--- config.mk ---
export PLATFORM = sky130hd
export DESIGN_NAME = npcs_cell
export DESIGN_NICKNAME = d
export VERILOG_FILES = /design/src/sv/npcs_pkg.sv /design/src/sv/npcs_cell.sv
export SDC_FILE = /design/constraint.sdc
export NUM_CORES = 1
export LEC_CHECK = 0
export BUFFER_PORTS_ARGS = -buffer_cell sky130_fd_sc_hd__buf_2
export CAP_MARGIN = 0
export CORE_ASPECT_RATIO = 2
export CORE_UTILIZATION = 25
export DETAILED_ROUTE_END_ITERATION = 16
export PLACE_DENSITY_LB_ADDON = 0.08
export SYNTH_ARGS = -nofsm -noshare
export SYNTH_HDL_FRONTEND = slang
export SYNTH_SLANG_ARGS = --single-unit
--- constraint.sdc ---
create_clock -name clk -period 11.23 [get_ports clk]
set_clock_uncertainty 0.1 [all_clocks]
set_input_delay 2.246 -clock clk [delete_from_list [all_inputs] [get_ports clk]]
set_output_delay 2.246 -clock clk [all_outputs]
set_load 0.02 [all_outputs]
--- src/sv/npcs_pkg.sv ---
// ----------------------------------------------------------------------------
// npcs_pkg: nearest palette color search shared types
// transaction payloads, argb color and the token that walks the cell chain
// ----------------------------------------------------------------------------
package npcs_pkg;

  localparam int COLOR_W = 8;
  localparam int INDEX_W = 8;
  localparam int DIST_W  = 18;
  localparam int SIZE_W  = 9;

  // opcode values
  localparam logic OP_WRITE = 1'b0;
  localparam logic OP_QUERY = 1'b1;

  typedef logic [COLOR_W-1:0] comp_t;
  typedef logic [INDEX_W-1:0] index_t;
  typedef logic [DIST_W-1:0]  dist_t;
  typedef logic [SIZE_W-1:0]  size_t;

  typedef struct packed {
    comp_t alpha;
    comp_t red;
    comp_t green;
    comp_t blue;
  } color_t;

  typedef struct packed {
    logic   opcode;
    index_t entry_index;
    comp_t  alpha;
    comp_t  red;
    comp_t  green;
    comp_t  blue;
  } in_item_t;

  typedef struct packed {
    index_t color_index;
    dist_t  min_distance;
  } out_item_t;

  // query in flight: color searched and best match so far
  typedef struct packed {
    color_t color;
    index_t best_idx;
    dist_t  best_dist;
  } token_t;

  // one palette write broadcast to every cell
  typedef struct packed {
    logic   en;
    index_t index;
    color_t color;
  } pal_wr_t;

endpackage

--- src/sv/npcs_cell.sv ---
// ----------------------------------------------------------------------------
// npcs_cell: one palette entry of the search chain
// holds its entry, scores a passing query against it and forwards the token
// ----------------------------------------------------------------------------
module npcs_cell import npcs_pkg::*; #(
  parameter int INDEX = 0
) (
  input  logic    clk,
  input  logic    rst_n,
  input  pal_wr_t pal_wr,
  input  size_t   search_size,
  input  logic    tok_valid_in,
  input  token_t  tok_in,
  output logic    tok_valid_out,
  output token_t  tok_out
);

  localparam index_t MY_IDX  = index_t'(INDEX);
  localparam size_t  MY_SIZE = size_t'(INDEX);
  localparam bit     FIRST   = (INDEX == 0);

  color_t entry_r;
  logic   tok_valid_r;
  token_t tok_r;
  token_t tok_nxt;

  logic [2*COLOR_W-1:0] sq_alpha, sq_red, sq_green, sq_blue;
  dist_t                score;
  logic                 active;
  logic                 take;

  function automatic logic [2*COLOR_W-1:0] sq_diff(input comp_t x, input comp_t y);
    comp_t d;
    d = (x > y) ? (x - y) : (y - x);
    return {{COLOR_W{1'b0}}, d} * {{COLOR_W{1'b0}}, d};
  endfunction

  always_comb begin
    sq_alpha = sq_diff(tok_in.color.alpha, entry_r.alpha);
    sq_red   = sq_diff(tok_in.color.red,   entry_r.red);
    sq_green = sq_diff(tok_in.color.green, entry_r.green);
    sq_blue  = sq_diff(tok_in.color.blue,  entry_r.blue);
    score    = DIST_W'(sq_alpha) + DIST_W'(sq_red) + DIST_W'(sq_green) + DIST_W'(sq_blue);
    active   = (MY_SIZE < search_size);
    // first cell always takes its score, later ones only a strictly better one
    take     = active && (FIRST || (score < tok_in.best_dist));
    tok_nxt  = tok_in;
    if (take) begin
      tok_nxt.best_idx  = MY_IDX;
      tok_nxt.best_dist = score;
    end
  end

  always_ff @(posedge clk) begin
    if (pal_wr.en && (pal_wr.index == MY_IDX)) begin
      entry_r <= pal_wr.color;
    end
  end

  always_ff @(posedge clk) begin
    if (!rst_n) begin
      tok_valid_r <= 1'b0;
    end else begin
      tok_valid_r <= tok_valid_in;
    end
  end

  always_ff @(posedge clk) begin
    tok_r <= tok_nxt;
  end

  assign tok_valid_out = tok_valid_r;
  assign tok_out       = tok_r;

endmodule

Word level (Yosys, flattened, before mapping)
Index checks and enable logic that the tools add are counted.

$lt $le $gt $ge: 5. Muxes and demuxes: 5. Multipliers: 4. $add $sub $neg: 11. Reduce and logical (&&, ||, !) cells: 2.

Operator list (number): $mul A8 B8 Y16 (4); $sub A8 B8 Y8 (8); $gt A8 B8 Y1 (4); $mux W8 (4); $add A17 B16 Y18 (1); $add A18 B16 Y18 (1); $mux W18 (1); $add A16 B16 Y17 (1); $lt A1 B9 Y1 const A (1); $logic_not A8 Y1 (1); $logic_and A1 B1 Y1 (1).

Input bits: 111. Word-level logic and storage cells: 38. Flip-flop bits (word level): 91. Output and inout bits: 59.

Depth between registers and ports, before layout
Word-level depth: 7. Mapped depth: 35. Gate-level depth less buffers: 34.

Worst setup path after synthesis
OpenSTA, ideal clock, no wires.

Kind: input to register. Start point: input tok_in[50] (netlist bit). End point: register tok_r (netlist bit tok_out[15]). Library setup time: 87 ps. Arrival time: 10315 ps. Path slack: 728 ps. Path buffers: 2. Data required time: 11043 ps. Cell stages on the path: 34. Path through: inv_1 -> ha_1 -> inv_1 -> fa_1 -> a21o_1 -> a21oi_1 -> nor3b_1 -> o221a_2 -> buf_2 -> mux2i_1 -> xor2_1 -> nand2_1 -> fa_1 -> inv_1 -> fa_1 -> fa_1 -> inv_1 -> fa_1 -> inv_1 -> fa_1 -> fa_1 -> fa_1 -> inv_1 -> fa_1 -> inv_1 -> ha_1 -> clkbuf_1 -> a21o_1 -> a21o_1 -> a21o_1 -> a21o_1 -> o31a_1 -> o21a_1 -> o31ai_1.

RTL lines: from (decl) (line npcs_cell.sv:13) `input token_t tok_in,`; to (signal assigned) (line npcs_cell.sv:69) `tok_r <= tok_nxt;`; to (decl) (line npcs_cell.sv:24) `token_t tok_r;`.

==> metrics.txt <==
Finish-stage setup viols 0; core outline area 0.0482 sq mm; cell types with the largest area share after synthesis sky130_fd_sc_hd__fa_1 (31%), sky130_fd_sc_hd__ha_1 (17%), sky130_fd_sc_hd__inv_1 (10%); CTS sink cnt 91; height of the chip 314 um; average routed wire per standard cell 17.2 um; share of layout cells above drive strength 1 19.3%; Post-layout nets 1969; maximum net fanout on the critical path 10; Area Growth Syn to Fin 20.0%; Final Instance Count excl. Fillers 2148; antenna diode count 0; number of buffer cells added on primary ports 169; Slew @ Worst Pin 0.804 ns; setup repair after global routing missed its margin no; maximum number of pins on one net before global-route repair 33; GR peak layer met2; number of enable-type register cells in the synthesized netlist 32; area enclosed by the die boundary 0.0498 sq mm; worst hold path type reg -> reg; vias after detailed routing 8963; overall global routing resource usage 15.8%; met3 track utilization from global routing 1.89%; Starting Density 25.3%; CTS tree yes; met1 routing resource usage after global routing 13.9%; worst slew margin relative to its limit 46.4%; Cells after Synth 1275; total nets after synthesis 1739; critical path data arrival time 10.86 ns; Worst path most repeated cell sky130_fd_sc_hd__fa_1; Synth cell types 61; placed instance count 2132; Max Slew Vio Count 0; clock root buffer sky130_fd_sc_hd__clkbuf_16; part of the Yosys area used for sequential elements 17.6%; first-pass detailed-route iteration total 4; wirelength, routed 36.8 mm; largest delay contributor family on the critical path adder cells; Clock H-tree levels 3; Detailed Place HPWL 33.2 mm; worst path required time 11.36 ns; result of the run completed; flops & latches, synth 91; number of design-rule violations left by the first detailed-router iteration 271; type of destination of the critical path register; final hold violation count 0; via count of the first global-routing pass 10200; routing usage on met2 33.2%; CTS clock-pin slew for the worst setup and hold paths 0.07 ns; residual overflow from global routing 0; netlist area before placement 0.0122 sq mm; clock buffer count from CTS 9; share of flip-flops with an asynchronous set or reset 0%; Vias/cell 4.17; class of the most critical setup path in -> reg; top-level port count 170; Min Clock Period, post-route 10.73 ns; buffering stage count on the worst path with inverters included 9; count of yosys warnings during synthesis 0; area fraction of the dominant cell type after synthesis 31.2%; slowest stage delay, CP 0.57 ns; Post-Syn Area per Cell 9.57 sq um; reg-to-reg setup timing slack 2.15 ns; row cnt 114; fin crit share 95.6%; RePlAce Congestion 0.855; cell with the biggest individual delay on the critical path sky130_fd_sc_hd__fa_1; residual antenna-violating net count after detailed routing 0; maximum frequency from static timing analysis 0.0932 GHz; latest clock arrival within the worst-skew pair 0.38 ns; number of buffers between clock root and the deepest sink 2; final-layout fill cell count 5277; most used flip-flop cell after synthesis sky130_fd_sc_hd__dfxtp_1; Die Span X 158 um; max-cap violation count 0; biggest area consumer among synthesized cells sky130_fd_sc_hd__fa_1; startpoint types input pin; antenna violations before repair 0; remaining design rule violation count 0; wire length of the first global-routing pass 56.8 mm
[synth_stat cells (14+ instances only)]
cell type                    n
sky130_fd_sc_hd__a21o_1     23
sky130_fd_sc_hd__a21oi_1    54
sky130_fd_sc_hd__and2_1     19
sky130_fd_sc_hd__dfxtp_1    59
sky130_fd_sc_hd__edfxtp_1   32
sky130_fd_sc_hd__fa_1      190
sky130_fd_sc_hd__ha_1      163
sky130_fd_sc_hd__inv_1     329
sky130_fd_sc_hd__mux2i_1    24
sky130_fd_sc_hd__nand2_1    70
sky130_fd_sc_hd__nor2_1     99
sky130_fd_sc_hd__o21ai_0    22
sky130_fd_sc_hd__or2_2      14
sky130_fd_sc_hd__xnor2_1    18
sky130_fd_sc_hd__xor2_1     20
[state kept, by name, summed over array words and instances, names as in the netlist]
signal and count:
tok_out 58, entry_r 32, tok_valid_out 1
[worst register-to-register path: cells and delay by family, from the launching register on]
kind	cells	cell delay, ns
AOI/OAI and AO/OA	10	1.80
xor gates and xnor gates	1	0.30
adders and majority gates	11	5.06
buffers and inverters	7	0.58
DFF	1	0.37
and+or+nand+nor	3	0.72
[cell families after synthesis]
logic type	count (synthesis)	share of synthesized area [%]
simple gates	248	9.37
xor+xnor	44	3.53
mux	24	1.97
fa+ha+maj	353	47.9
flops	91	17.6
buf+inv	355	11.0
compound gates	160	8.67
[what timing repair did]
| item | 4_1_cts | 5_1_grt |
|---|---|---|
| hold buffers | 0 | 0 |
| setup buffers | 0 | 0 |
| resized for setup | 0 | 4 |
| setup endpoints to repair | 0 | 8 |
[path summary, 6_finish.rpt]
| path | depth (start not counted) | from | end |
|---|---|---|---|
| worst max-delay path | 34 | tok_in[26] | tok_out[17] |
| worst min-delay path | 7 | entry_r[24] | tok_out[0] |
| worst max register to register | 32 | entry_r[0] | tok_out[17] |
| worst min register to register | 7 | entry_r[24] | tok_out[0] |
[per-stage QoR]
stage                     instance area [sq um]  utilization [%]  hold WS (ns)  setup slack (ns)  TNS [ns]
after floorplan                           12200                -         0.860             0.728         0
after global placement                    14300             29.6          1.29            -0.360     -1.30
after detailed placement                  14300             29.6          1.31            -0.342     -1.33
after CTS                                 14600             30.3          1.34            0.0253         0
after global routing                      14600             30.4          1.36           0.00614         0
final                                     14600             30.4          1.28             0.498         0
[layout by cell type (no fill, tap or decap), drive strengths merged, types with 24 or more instances in the layout]
cell    synthesis  layout
ha            163     163
a21oi          57      57
nor2           99      99
mux2i          24      24
buf             8     239
edfxtp         32      32
dfxtp          59      59
fa            190     190
inv           334     336
o21ai          27      27
nand2          70      70
[area by class of cell]
cell class	instances	area, sq um	share of cell area (%)
tap	638	798	5.45
inverter	335	1260	8.59
clock buffer	10	229	1.56
timing repair buffer	239	1370	9.37
multi-input combinational	829	8740	59.7
clock inverter	6	95.1	0.650
sequential	91	2140	14.6
[layer usage]
metal  part of all wire, %  vias to the layer above
li1                      -                     4388
met1                    32                     4340
met2                    61                      186
met3                   2.5                       49
met4                   4.7                        0
met5                     0                        -
Power is left out: the tool's default activity adds up to more than one toggle a clock period on the data nets, which glitch-free logic cannot reach.
